===== config.mk =====
export PLATFORM = sky130hd
export DESIGN_NAME = touch_report_decode_and_phase_unit
export DESIGN_NICKNAME = d
export VERILOG_FILES = /design/src/sv/trdp_pkg.sv /design/src/sv/trdp_decoder.sv /design/src/sv/trdp_tracker.sv /design/src/sv/touch_report_decode_and_phase_unit.sv
export SDC_FILE = /design/constraint.sdc
export NUM_CORES = 1
export LEC_CHECK = 0
export ABC_AREA = 1
export BUFFER_PORTS_ARGS = -buffer_cell sky130_fd_sc_hd__clkbuf_2
export CORE_UTILIZATION = 58
export DETAILED_ROUTE_END_ITERATION = 7
export PLACE_DENSITY = 0.78
export RECOVER_POWER = 100
export SYNTH_ARGS = -nofsm -noshare
export SYNTH_HDL_FRONTEND = slang
export SYNTH_HIERARCHICAL = 1
export SYNTH_SLANG_ARGS = --single-unit

===== constraint.sdc =====
create_clock -name i_clk -period 6.2 [get_ports i_clk]
set_input_delay 0 -clock i_clk [delete_from_list [all_inputs] [get_ports i_clk]]
set_output_delay 0 -clock i_clk [all_outputs]
set_load 0.005 [all_outputs]

===== src/sv/trdp_pkg.sv =====
`timescale 1ns / 1ps
// ----------------------------------------------------------------------------
// trdp_pkg
// Shared types and constants for the touch report decode and phase unit.
// ----------------------------------------------------------------------------
package trdp_pkg;

    // Report formats selected by the controller type register.
    localparam logic [1:0] CTRL_NONE  = 2'd0;
    localparam logic [1:0] CTRL_CSUM  = 2'd1;
    localparam logic [1:0] CTRL_EVENT = 2'd2;
    localparam logic [1:0] CTRL_RSVD  = 2'd3;

    localparam logic [7:0]  HDR_BYTE   = 8'hff;
    localparam logic [15:0] CSUM_SEED  = 16'h0055;
    localparam logic [3:0]  EVT_TOUCH  = 4'h8;
    localparam logic [7:0]  ONE_FINGER = 8'd1;

    localparam int unsigned XW = 8;   // stored X width
    localparam int unsigned YW = 10;  // stored Y width
    localparam int unsigned RW = 12;  // raw coordinate width in a report

    typedef enum logic [1:0] {
        EV_NONE = 2'd0,
        EV_DOWN = 2'd1,
        EV_MOVE = 2'd2,
        EV_UP   = 2'd3
    } t_event;

    // Decoded sample handed from the decoder to the phase tracker.
    typedef struct packed {
        logic          valid;
        logic          touch;
        logic [RW-1:0] x;
        logic [RW-1:0] y;
    } t_sample;

    // One result item.
    typedef struct packed {
        logic          sample_valid;
        logic          ack_needed;
        t_event        event_res;
        logic          touching;
        logic [XW-1:0] pos_x;
        logic [YW-1:0] pos_y;
        logic [XW-1:0] latest_move_x;
        logic [YW-1:0] latest_move_y;
        logic          move_pending;
    } t_result;

endpackage


===== src/sv/trdp_decoder.sv =====
`timescale 1ns / 1ps
// ----------------------------------------------------------------------------
// trdp_decoder
// Decodes one registered report in the selected format and range-checks it.
// ----------------------------------------------------------------------------
module trdp_decoder #(
    parameter int PANEL_WIDTH  = 180,
    parameter int PANEL_HEIGHT = 640
) (
    input  logic [1:0]       i_ctrl,
    input  logic             i_read_ok,
    input  logic [7:0]       i_byte0,
    input  logic [7:0]       i_byte1,
    input  logic [7:0]       i_byte2,
    input  logic [7:0]       i_byte3,
    input  logic [7:0]       i_byte4,
    input  logic [7:0]       i_byte5,
    input  logic [7:0]       i_byte6,
    input  logic [7:0]       i_byte7,
    input  logic [7:0]       i_byte8,
    output trdp_pkg::t_sample o_sample
);

    localparam logic [trdp_pkg::RW-1:0] PW = trdp_pkg::RW'(PANEL_WIDTH);
    localparam logic [trdp_pkg::RW-1:0] PH = trdp_pkg::RW'(PANEL_HEIGHT);

    logic [15:0]             w_sum;
    logic [15:0]             w_expect;
    logic [3:0]              w_fingers;
    logic [trdp_pkg::RW-1:0] w_x1;
    logic [trdp_pkg::RW-1:0] w_y1;
    logic [trdp_pkg::RW-1:0] w_x2;
    logic [trdp_pkg::RW-1:0] w_raw2;

    assign w_sum = trdp_pkg::CSUM_SEED + {8'd0, i_byte4} + {8'd0, i_byte5}
                 + {8'd0, i_byte6} + {8'd0, i_byte7} + {8'd0, i_byte8};
    assign w_expect  = {i_byte1, i_byte0};
    assign w_fingers = i_byte3[3:0];
    assign w_x1      = {i_byte7[3:0], i_byte4};
    assign w_y1      = {i_byte7[7:4], i_byte5};
    assign w_x2      = {i_byte4[3:0], i_byte5};
    assign w_raw2    = {i_byte2[3:0], i_byte3};

    always_comb begin
        o_sample = '0;
        if (i_read_ok) begin
            case (i_ctrl)
                trdp_pkg::CTRL_CSUM: begin
                    if (i_byte2 == trdp_pkg::HDR_BYTE && w_fingers <= 4'd1) begin
                        if (w_fingers == 4'd0 || i_byte8[7:4] == 4'd0) begin
                            o_sample.valid = 1'b1;
                        end else if (w_sum == w_expect) begin
                            o_sample.touch = 1'b1;
                            o_sample.x     = w_x1;
                            o_sample.y     = w_y1;
                            o_sample.valid = (w_x1 < PW) && (w_y1 < PH);
                        end
                    end
                end
                trdp_pkg::CTRL_EVENT: begin
                    if (i_byte1 != trdp_pkg::ONE_FINGER
                        || i_byte2[7:4] != trdp_pkg::EVT_TOUCH) begin
                        o_sample.valid = 1'b1;
                    end else begin
                        // Y is mirrored; it lands inside the panel only for
                        // a raw value from one up to the panel height.
                        o_sample.touch = 1'b1;
                        o_sample.x     = w_x2;
                        o_sample.y     = PH - w_raw2;
                        o_sample.valid = (w_x2 < PW) && (w_raw2 != '0)
                                         && (w_raw2 <= PH);
                    end
                end
                default: begin
                    o_sample = '0;
                end
            endcase
        end
    end

endmodule


===== src/sv/trdp_tracker.sv =====
`timescale 1ns / 1ps
// ----------------------------------------------------------------------------
// trdp_tracker
// Down/move/up phase tracker with move coalescing until acknowledged.
// ----------------------------------------------------------------------------
module trdp_tracker (
    input  logic              i_clk,
    input  logic              i_rst_n,
    input  logic              i_take,
    input  logic              i_move_ack,
    input  trdp_pkg::t_sample i_sample,
    output trdp_pkg::t_event  o_event,
    output logic              o_active,
    output logic [trdp_pkg::XW-1:0] o_cur_x,
    output logic [trdp_pkg::YW-1:0] o_cur_y,
    output logic [trdp_pkg::XW-1:0] o_lat_x,
    output logic [trdp_pkg::YW-1:0] o_lat_y,
    output logic              o_pend
);

    logic                    r_active, n_active;
    logic [trdp_pkg::XW-1:0] r_cur_x, n_cur_x;
    logic [trdp_pkg::YW-1:0] r_cur_y, n_cur_y;
    logic [trdp_pkg::XW-1:0] r_lat_x, n_lat_x;
    logic [trdp_pkg::YW-1:0] r_lat_y, n_lat_y;
    logic                    r_pend, n_pend;
    trdp_pkg::t_event        w_event;
    logic [trdp_pkg::XW-1:0] w_nx;
    logic [trdp_pkg::YW-1:0] w_ny;

    always_comb begin
        n_active = r_active;
        n_cur_x  = r_cur_x;
        n_cur_y  = r_cur_y;
        n_lat_x  = r_lat_x;
        n_lat_y  = r_lat_y;
        n_pend   = r_pend && !i_move_ack;
        w_event  = trdp_pkg::EV_NONE;
        w_nx     = i_sample.touch ? i_sample.x[trdp_pkg::XW-1:0] : r_cur_x;
        w_ny     = i_sample.touch ? i_sample.y[trdp_pkg::YW-1:0] : r_cur_y;
        if (i_sample.valid) begin
            if (i_sample.touch && !r_active) begin
                n_lat_x = w_nx;
                n_lat_y = w_ny;
                w_event = trdp_pkg::EV_DOWN;
            end else if (i_sample.touch && (w_nx != r_cur_x || w_ny != r_cur_y)) begin
                n_lat_x = w_nx;
                n_lat_y = w_ny;
                // Further moves only refresh the latest position until the
                // host acknowledges the pending one.
                if (!n_pend) begin
                    n_pend  = 1'b1;
                    w_event = trdp_pkg::EV_MOVE;
                end
            end else if (!i_sample.touch && r_active) begin
                w_event = trdp_pkg::EV_UP;
            end
            n_cur_x  = w_nx;
            n_cur_y  = w_ny;
            n_active = i_sample.touch;
        end
    end

    always_ff @(posedge i_clk) begin
        if (!i_rst_n) begin
            r_active <= 1'b0;
            r_cur_x  <= '0;
            r_cur_y  <= '0;
            r_lat_x  <= '0;
            r_lat_y  <= '0;
            r_pend   <= 1'b0;
        end else if (i_take) begin
            r_active <= n_active;
            r_cur_x  <= n_cur_x;
            r_cur_y  <= n_cur_y;
            r_lat_x  <= n_lat_x;
            r_lat_y  <= n_lat_y;
            r_pend   <= n_pend;
        end
    end

    assign o_event  = w_event;
    assign o_active = n_active;
    assign o_cur_x  = n_cur_x;
    assign o_cur_y  = n_cur_y;
    assign o_lat_x  = n_lat_x;
    assign o_lat_y  = n_lat_y;
    assign o_pend   = n_pend;

endmodule


===== src/sv/touch_report_decode_and_phase_unit.sv =====
`timescale 1ns / 1ps
// ----------------------------------------------------------------------------
// touch_report_decode_and_phase_unit
// Decodes finished touch reports and tracks the down/move/up phase.
// ----------------------------------------------------------------------------
// Usage:
//   Input channel i_valid/o_ready carries one report item: read_ok, the host
//   move acknowledge and bytes 0..8. Output channel o_valid/i_ready carries
//   one result item per report. The report format comes from the controller
//   type register, written through i_cfg_we/i_cfg_wdata; the user must write it
//   only while the block is idle, which the block itself does not enforce.
//   An accepted item lands in an input register; from there it is decoded,
//   the phase state is updated and the result is loaded into the output
//   register once that register is free or being emptied. One item is taken
//   per cycle as long as the receiver keeps up. The depth is set by the
//   input register and the output register around the decode.
//   When i_ready is low the result holds; the input register still takes
//   one more item, after which o_ready drops until the result is taken.
//   Synchronous reset clears both stages, the phase state (not touching,
//   positions zero, no pending move) and selects no controller format.
// ----------------------------------------------------------------------------
module touch_report_decode_and_phase_unit #(
    parameter int PANEL_WIDTH  = 180,
    parameter int PANEL_HEIGHT = 640
) (
    input  logic        i_clk,
    input  logic        i_rst_n,
    input  logic        i_cfg_we,
    input  logic [1:0]  i_cfg_wdata,
    input  logic        i_valid,
    output logic        o_ready,
    input  logic        i_read_ok,
    input  logic        i_move_acknowledged,
    input  logic [7:0]  i_byte0,
    input  logic [7:0]  i_byte1,
    input  logic [7:0]  i_byte2,
    input  logic [7:0]  i_byte3,
    input  logic [7:0]  i_byte4,
    input  logic [7:0]  i_byte5,
    input  logic [7:0]  i_byte6,
    input  logic [7:0]  i_byte7,
    input  logic [7:0]  i_byte8,
    output logic        o_valid,
    input  logic        i_ready,
    output logic        o_sample_valid,
    output logic        o_ack_needed,
    output logic [1:0]  o_event_res,
    output logic        o_touching,
    output logic [7:0]  o_pos_x,
    output logic [9:0]  o_pos_y,
    output logic [7:0]  o_latest_move_x,
    output logic [9:0]  o_latest_move_y,
    output logic        o_move_pending
);

    logic              r_ctrl;
    logic [1:0]        r_ctrl_type;
    logic              r_in_valid;
    logic              r_read_ok;
    logic              r_move_ack;
    logic [7:0]        r_b0, r_b1, r_b2, r_b3, r_b4, r_b5, r_b6, r_b7, r_b8;
    logic              r_out_valid;
    trdp_pkg::t_result r_out, n_out;
    logic              w_adv;
    trdp_pkg::t_sample w_sample;
    trdp_pkg::t_event  w_event;
    logic              w_active;
    logic [7:0]        w_cur_x;
    logic [9:0]        w_cur_y;
    logic [7:0]        w_lat_x;
    logic [9:0]        w_lat_y;
    logic              w_pend;

    assign w_adv   = r_in_valid && (!r_out_valid || i_ready);
    assign o_ready = !r_in_valid || w_adv;

    always_ff @(posedge i_clk) begin
        if (!i_rst_n) begin
            r_ctrl_type <= trdp_pkg::CTRL_NONE;
            r_ctrl      <= 1'b0;
        end else if (i_cfg_we) begin
            r_ctrl_type <= i_cfg_wdata;
            r_ctrl      <= 1'b1;
        end
    end

    // Input register.
    always_ff @(posedge i_clk) begin
        if (!i_rst_n) begin
            r_in_valid <= 1'b0;
        end else if (o_ready) begin
            r_in_valid <= i_valid;
        end
    end

    always_ff @(posedge i_clk) begin
        if (i_valid && o_ready) begin
            r_read_ok  <= i_read_ok;
            r_move_ack <= i_move_acknowledged;
            r_b0 <= i_byte0;
            r_b1 <= i_byte1;
            r_b2 <= i_byte2;
            r_b3 <= i_byte3;
            r_b4 <= i_byte4;
            r_b5 <= i_byte5;
            r_b6 <= i_byte6;
            r_b7 <= i_byte7;
            r_b8 <= i_byte8;
        end
    end

    trdp_decoder #(
        .PANEL_WIDTH  (PANEL_WIDTH),
        .PANEL_HEIGHT (PANEL_HEIGHT)
    ) u_decoder (
        .i_ctrl    (r_ctrl_type),
        .i_read_ok (r_read_ok),
        .i_byte0   (r_b0),
        .i_byte1   (r_b1),
        .i_byte2   (r_b2),
        .i_byte3   (r_b3),
        .i_byte4   (r_b4),
        .i_byte5   (r_b5),
        .i_byte6   (r_b6),
        .i_byte7   (r_b7),
        .i_byte8   (r_b8),
        .o_sample  (w_sample)
    );

    trdp_tracker u_tracker (
        .i_clk      (i_clk),
        .i_rst_n    (i_rst_n),
        .i_take     (w_adv),
        .i_move_ack (r_move_ack),
        .i_sample   (w_sample),
        .o_event    (w_event),
        .o_active   (w_active),
        .o_cur_x    (w_cur_x),
        .o_cur_y    (w_cur_y),
        .o_lat_x    (w_lat_x),
        .o_lat_y    (w_lat_y),
        .o_pend     (w_pend)
    );

    always_comb begin
        n_out.sample_valid  = w_sample.valid;
        n_out.ack_needed    = r_read_ok && (r_ctrl_type == trdp_pkg::CTRL_CSUM) && r_ctrl;
        n_out.event_res     = w_event;
        n_out.touching      = w_active;
        n_out.pos_x         = w_cur_x;
        n_out.pos_y         = w_cur_y;
        n_out.latest_move_x = w_lat_x;
        n_out.latest_move_y = w_lat_y;
        n_out.move_pending  = w_pend;
    end

    // Output register.
    always_ff @(posedge i_clk) begin
        if (!i_rst_n) begin
            r_out_valid <= 1'b0;
        end else if (w_adv) begin
            r_out_valid <= 1'b1;
        end else if (i_ready) begin
            r_out_valid <= 1'b0;
        end
    end

    always_ff @(posedge i_clk) begin
        if (w_adv) begin
            r_out <= n_out;
        end
    end

    assign o_valid         = r_out_valid;
    assign o_sample_valid  = r_out.sample_valid;
    assign o_ack_needed    = r_out.ack_needed;
    assign o_event_res     = r_out.event_res;
    assign o_touching      = r_out.touching;
    assign o_pos_x         = r_out.pos_x;
    assign o_pos_y         = r_out.pos_y;
    assign o_latest_move_x = r_out.latest_move_x;
    assign o_latest_move_y = r_out.latest_move_y;
    assign o_move_pending  = r_out.move_pending;

`ifndef NO_ASSERTIONS
    // Any phase event comes only from a sample that passed the checks.
    a_event_needs_valid : assert property (@(posedge i_clk) disable iff (!i_rst_n)
        o_valid && (o_event_res != trdp_pkg::EV_NONE) |-> o_sample_valid)
        else $error("phase event reported for a rejected sample");

    // A down or move leaves contact on, with the latest position at the current one.
    a_down_move_pos : assert property (@(posedge i_clk) disable iff (!i_rst_n)
        o_valid && (o_event_res == trdp_pkg::EV_DOWN || o_event_res == trdp_pkg::EV_MOVE)
        |-> o_touching && o_latest_move_x == o_pos_x && o_latest_move_y == o_pos_y)
        else $error("down or move does not match the latest position");

    // A move event always leaves a move pending.
    a_move_pending : assert property (@(posedge i_clk) disable iff (!i_rst_n)
        o_valid && (o_event_res == trdp_pkg::EV_MOVE) |-> o_move_pending)
        else $error("move event without pending move");

    // An up event ends contact.
    a_up_release : assert property (@(posedge i_clk) disable iff (!i_rst_n)
        o_valid && (o_event_res == trdp_pkg::EV_UP) |-> !o_touching)
        else $error("up event while still touching");

    // An item leaving the input register always shows up at the output.
    a_adv_out : assert property (@(posedge i_clk) disable iff (!i_rst_n)
        w_adv |=> o_valid)
        else $error("decoded item lost before the output register");
`endif

endmodule


==> flow_metrics.tcl, run 1 <==
set metrics [dict create \
    end_kind "register" \
    h-tree-depth 4 \
    nets 1283 \
    max_freq_mhz 170 \
    diodes 0 \
    vdd.ir_drop.worst_mv 0.203 \
    clock_sinks 159 \
    maxSlewViolCount 138 \
    fin_skew_ns 0.0130 \
    yosys_warnings 6 \
    drcViolationCount 0 \
    hold_ws_ns 0.271 \
    rows 44 \
    swShare_pct 32.0 \
    stdcell_count 1355 \
    wirelength_um 21800 \
    finish.instance_area_um2 10800 \
    fin_util_pct 74.4 \
    vias 7224 \
    grt_max_degree 75 \
    critPathMaxStageDelay_ns 0.54 \
    combPwrFrac_pct 25.9 \
    rrSetupSlack_ns 0.31 \
    grtUsageTotal_pct 29.0 \
    cts_tree "done" \
    placed_cell_area_um2 9350 \
    multiInputGateArea_um2 3430 \
    cp-startpoint "r_b5[1]" \
    r2r_start "r_b5[1]" \
    clkPwrFrac_pct 33.3 \
    finalPower_mw 3.08 \
    worstSetupPathType "reg -> reg" \
    cpLargestDelayFamily "adder cells" \
    r2r_end "u_tracker/r_lat_y[8]" \
    slew-limit-headroom_pct -167 \
    syn_area_um2 8660 \
    r2r_cells 30 \
    crit_top_cell "inv_1" \
    wl_per_cell_um 16.1 \
    leakagePower_nw 4.91 \
    cp_max_fo 12 \
    path_buf_inv 7 \
    port_buffers 124 \
    dp.cells 1229 \
    cts_buffer_depth 2 \
    drive_above_1_share_pct 18.0 \
    violations "max-capacitance violations, max-slew violations" \
    powerDensity_nw_per_um2 285 \
    synth_cells 945 \
    critPathRequiredTime_ns 6.53 \
    tightest_slew_ns 4.01 \
    grt-ovfl-total 0 \
    power.net_switching_uw 984 \
    fp.dieArea_um2 15400 \
    first_pass_iters 6 \
    insertion_delay_ns 0.44 \
    path_clk_slew_ns 0.07 \
    io_pins 125 \
    hold_class "in -> reg" \
    nFillCells 1054 \
    layout_setup_ws_ns 0.306 \
    drtAntennaViolNets 0 \
    hpwl_um 13500 \
    drt_iter0_markers 744 \
    die_h_um 124 \
    cp.arrival_ns 6.23 \
    crit_cells 30 \
    synth_nets 1070 \
    status "finished with violations" \
    gp_congestion 0.890 \
    cap_viol_max_count 2 \
    syn_area_per_cell_um2 9.17 \
    hold_viol_final 0 \
    antenna_found_initial 0 \
    setup_viol 0 \
    critPathLaunchType "register" \
    avgViaCountPerCell 5.33 \
    syn_to_final_growth_pct 24.8 \
    cts_made_buffers 17 \
    finalSetupTns_ns 0 \
    start_util_pct 59.6 \
    p_seq_share_pct 40.8 \
    fp.dieW_um 124 \
    seqCellArea_um2 4340 \
    worst_path_max_delay_cell "fa_1" \
    p_int_mw 2.09 \
    core_um2 14500 \
    dp_worst_setup_slack_ns 0.247 \
    crit_path_end "u_tracker/r_lat_y[8]" \
    period_minus_slack_ns 5.89 \
    first_global_vias 7069 \
    finalCritPeriodShare_pct 95.1 \
    cts_root_buffer "clkbuf_16" \
    grt_first_pass_wirelength_um 34500 \
]
==> repair_timing <==
item | 4_1_cts | 5_1_grt
setup endpoints to repair | 0 | 33
resized for setup | 0 | 12
buffers inserted | 0 | 6
hold endpoints to repair | 81 | 0
hold buffers | 86 | 0
==> metal layers <==
metal	GRT usage (%)	vias up	wire length, um
met1	35.5	3354	8720
met3	6.51	56	1500
met5	0	-	0
li1	-	3507	-
met2	48.9	307	11000
met4	13.0	0	660
==> layout make-up <==
class	count	area share, %
Sequential cell	159	40.2
Multi-Input combinational cell	577	31.7
Timing Repair Buffer	227	14.6
Inverter	176	6.11
Clock buffer	21	4.26
Tap cell	184	2.13
Clock inverter	11	0.995
==> worst min path at each step <==
stage                     from   endpoint  slack [ns]  cells after the start
global route         i_read_ok  r_read_ok        0.27                      2
finish              i_byte2[3]    r_b2[3]        0.27                      2
detailed placement  i_byte8[4]    r_b8[4]        0.18                      1
floorplan           i_byte0[0]    r_b0[0]         0.1                      0
global placement    i_byte1[7]    r_b1[7]        0.18                      1
CTS                 i_byte3[3]    r_b3[3]        0.25                      2
==> layout by cell type, fill, tap and decap left out, types with 5 or more instances in the layout <==
master and count:
a21oi_1 43, a21oi_2 7, buf_4 11, clkbuf_1 25
clkbuf_16 17, clkbuf_2 104, clkinv_4 5, dfxtp_1 43
dlygate4sd3_1 86, edfxtp_1 116, fa_1 24, ha_1 20
inv_1 171, nand2_1 159, nand2_2 21, nand3_1 71
nand3_2 13, nand4_1 26, nor2_1 76, o21ai_0 70
o21ai_1 9, or2_2 5
==> power groups by stage <==
stage                     combinational, mW  clock (mW)  sequential [mW]
after floorplan                       0.559           0             1.26
after global placement                0.677           0             1.27
after detailed placement              0.708           0             1.27
after CTS                             0.760        1.02             1.25
after global routing                  0.884        1.07             1.26
final                                 0.796        1.02             1.26
==> state kept, by name, indices dropped and copies added (netlist names), 2 cells and up <==
name / count
o_event_res: 2
o_latest_move_x: 8
o_latest_move_y: 10
o_pos_x: 8
o_pos_y: 10
r_b0: 8
r_b1: 8
r_b2: 8
r_b3: 8
r_b4: 8
r_b5: 8
r_b6: 8
r_b7: 8
r_b8: 8
r_ctrl_type: 2
u_tracker/r_cur_x: 8
u_tracker/r_cur_y: 10
u_tracker/r_lat_x: 8
u_tracker/r_lat_y: 10
(Power assumes the default switching activity.)
==> inputs of run 2 (changes only) <==
- CORE_UTILIZATION: 58 -> 30
- PLACE_DENSITY: 0.78 -> 0.44
==> run 2 against run 1 <==
Effect of this change: the run still ends with max-capacitance violations, max-slew violations left; highest routed layer unchanged; critical path depth fell by 1; clock-buffer cell count is 3 lower; setup slack improved by 0.074 ns; first-iteration DRC count shrank 45%; die area is 92% higher.
==> flow_metrics.tcl, run 2 (synthesis gave the netlist of run 1 again) <==
set metrics [dict create \
    cts_tree "done" \
    wirelength_um 22500 \
    grtUsageTotal_pct 16.1 \
    nets 1285 \
    drt_iter0_markers 412 \
    first_pass_iters 6 \
    vias 6776 \
    placed_cell_area_um2 9590 \
    worst_path_max_delay_cell "fa_1" \
    avgViaCountPerCell 4.37 \
    grt_first_pass_wirelength_um 35700 \
    stdcell_count 1551 \
    h-tree-depth 4 \
    critPathMaxStageDelay_ns 0.58 \
    drive_above_1_share_pct 15.9 \
    cp_max_fo 11 \
    setup_viol 0 \
    port_buffers 124 \
    status "finished with violations" \
    hpwl_um 15900 \
    maxSlewViolCount 139 \
    final_cell_mix "inv_1 (171), nand2_1 (158), edfxtp_1 (116)" \
    grt-ovfl-total 0 \
    tightest_slew_ns 4.07 \
    final_common_cell "inv_1" \
    io_pins 125 \
    violations "max-capacitance violations, max-slew violations" \
    diodes 0 \
    leakagePower_nw 4.85 \
    finalSetupTns_ns 0 \
    worstSetupPathType "reg -> reg" \
    hold_class "in -> reg" \
    vdd.ir_drop.worst_mv 0.157 \
    core_um2 28100 \
    drtAntennaViolNets 0 \
    syn_to_final_growth_pct 27.9 \
    hold_viol_final 0 \
    cap_viol_max_count 2 \
    rows 61 \
    fp.dieW_um 172 \
    slew-limit-headroom_pct -172 \
    clock_sinks 159 \
    cp.arrival_ns 6.15 \
    critPathRequiredTime_ns 6.53 \
    finalCritPeriodShare_pct 93.9 \
    critPathLaunchType "register" \
    fp.dieArea_um2 29600 \
    gp_congestion 0.811 \
    insertion_delay_ns 0.44 \
    rsz0062_at_grt "no" \
    start_util_pct 30.8 \
    finish.instance_area_um2 11100 \
    period_minus_slack_ns 5.82 \
    cts_buffer_depth 2 \
    fin_util_pct 39.4 \
    max_freq_mhz 172 \
    grt_max_degree 75 \
    cts_root_buffer "clkbuf_16" \
    fin_skew_ns 0.0142 \
    nFillCells 2948 \
    path_clk_slew_ns 0.07 \
    cts_made_buffers 17 \
    antenna_found_initial 0 \
    crit_top_cell "nand2_1" \
    wl_per_cell_um 14.5 \
    powerDensity_nw_per_um2 285 \
    dp.cells 1423 \
    end_kind "register" \
    die_h_um 172 \
    drcViolationCount 0 \
    first_global_vias 6631 \
]
-- run 2: cell types whose count changed in the layout (fill, tap and decap cells not counted), moves of 3 or more --
cell	delta
clkbuf_2	-32
nand3_2	+5
a21oi_1	+3
buf_4	+3
nand3_1	-5
inv_6	+3
inv_8	+3
clkbuf_1	+31
-- run 2: critical path, delay by kind of cell (launching register included) --
family / cells / cell delay [ns]
fa+ha+maj: 4 / 2.21
simple gates: 16 / 1.80
buf+inv: 7 / 0.77
flops: 1 / 0.47
compound gates: 2 / 0.46
-- run 2: worst paths after layout --
kind         slack (ns)                    to                  from  cells past startpoint
max                0.38  u_tracker/r_lat_x[4]               r_b4[3]                     29
min                0.28               r_b0[7]            i_byte0[7]                      2
max reg2reg        0.38  u_tracker/r_lat_x[4]               r_b4[3]                     29
min reg2reg        0.53  u_tracker/r_lat_y[3]  u_tracker/r_lat_y[3]                      2
-- run 2: area by class of cell --
cell class	count	area [um2]	area share, %
clock buffer	18	450	4.07
multi-input combinational	575	3410	30.8
clock inverter	14	166	1.50
timing repair buffer	231	1570	14.2
tap	378	473	4.27
sequential	159	4340	39.2
inverter	176	661	5.96
-- run 2: report_power, final --
part           internal [mW]  leakage, nW  total (mW)  switching (mW)
sequential              1.21         1.49        1.26          0.0405
clock                  0.633        0.307        1.11           0.481
combinational          0.303         3.06       0.783           0.480
-- run 2: routing by layer --
layer	wire length [um]	global-route usage [%]	up-vias
met5	0	0	-
met4	192	4.50	0
met3	741	2.84	8
met2	10200	25.3	132
met1	11400	22.7	3131
li1	-	-	3505
-- run 2: what timing repair did --
item                                   in CTS  in global routing
buffers inserted                            0                  9
hold buffers                               87                  0
resized for setup                           0                  6
setup endpoints to repair                   0                 32
endpoints found under the hold margin      81                  0
-- run 2: stage by stage --
| stage | worst slack [ns] | hold WS, ns | power, mW |
|---|---|---|---|
| finish | 0.380 | 0.277 | 3.15 |
| floorplan | 1.14 | 0.0989 | 1.82 |
| global placement | 0.248 | 0.178 | 2.01 |
| detailed placement | 0.156 | 0.179 | 2.01 |
| global route | 0.0382 | 0.265 | 3.36 |
| CTS | 0.112 | 0.255 | 3.18 |
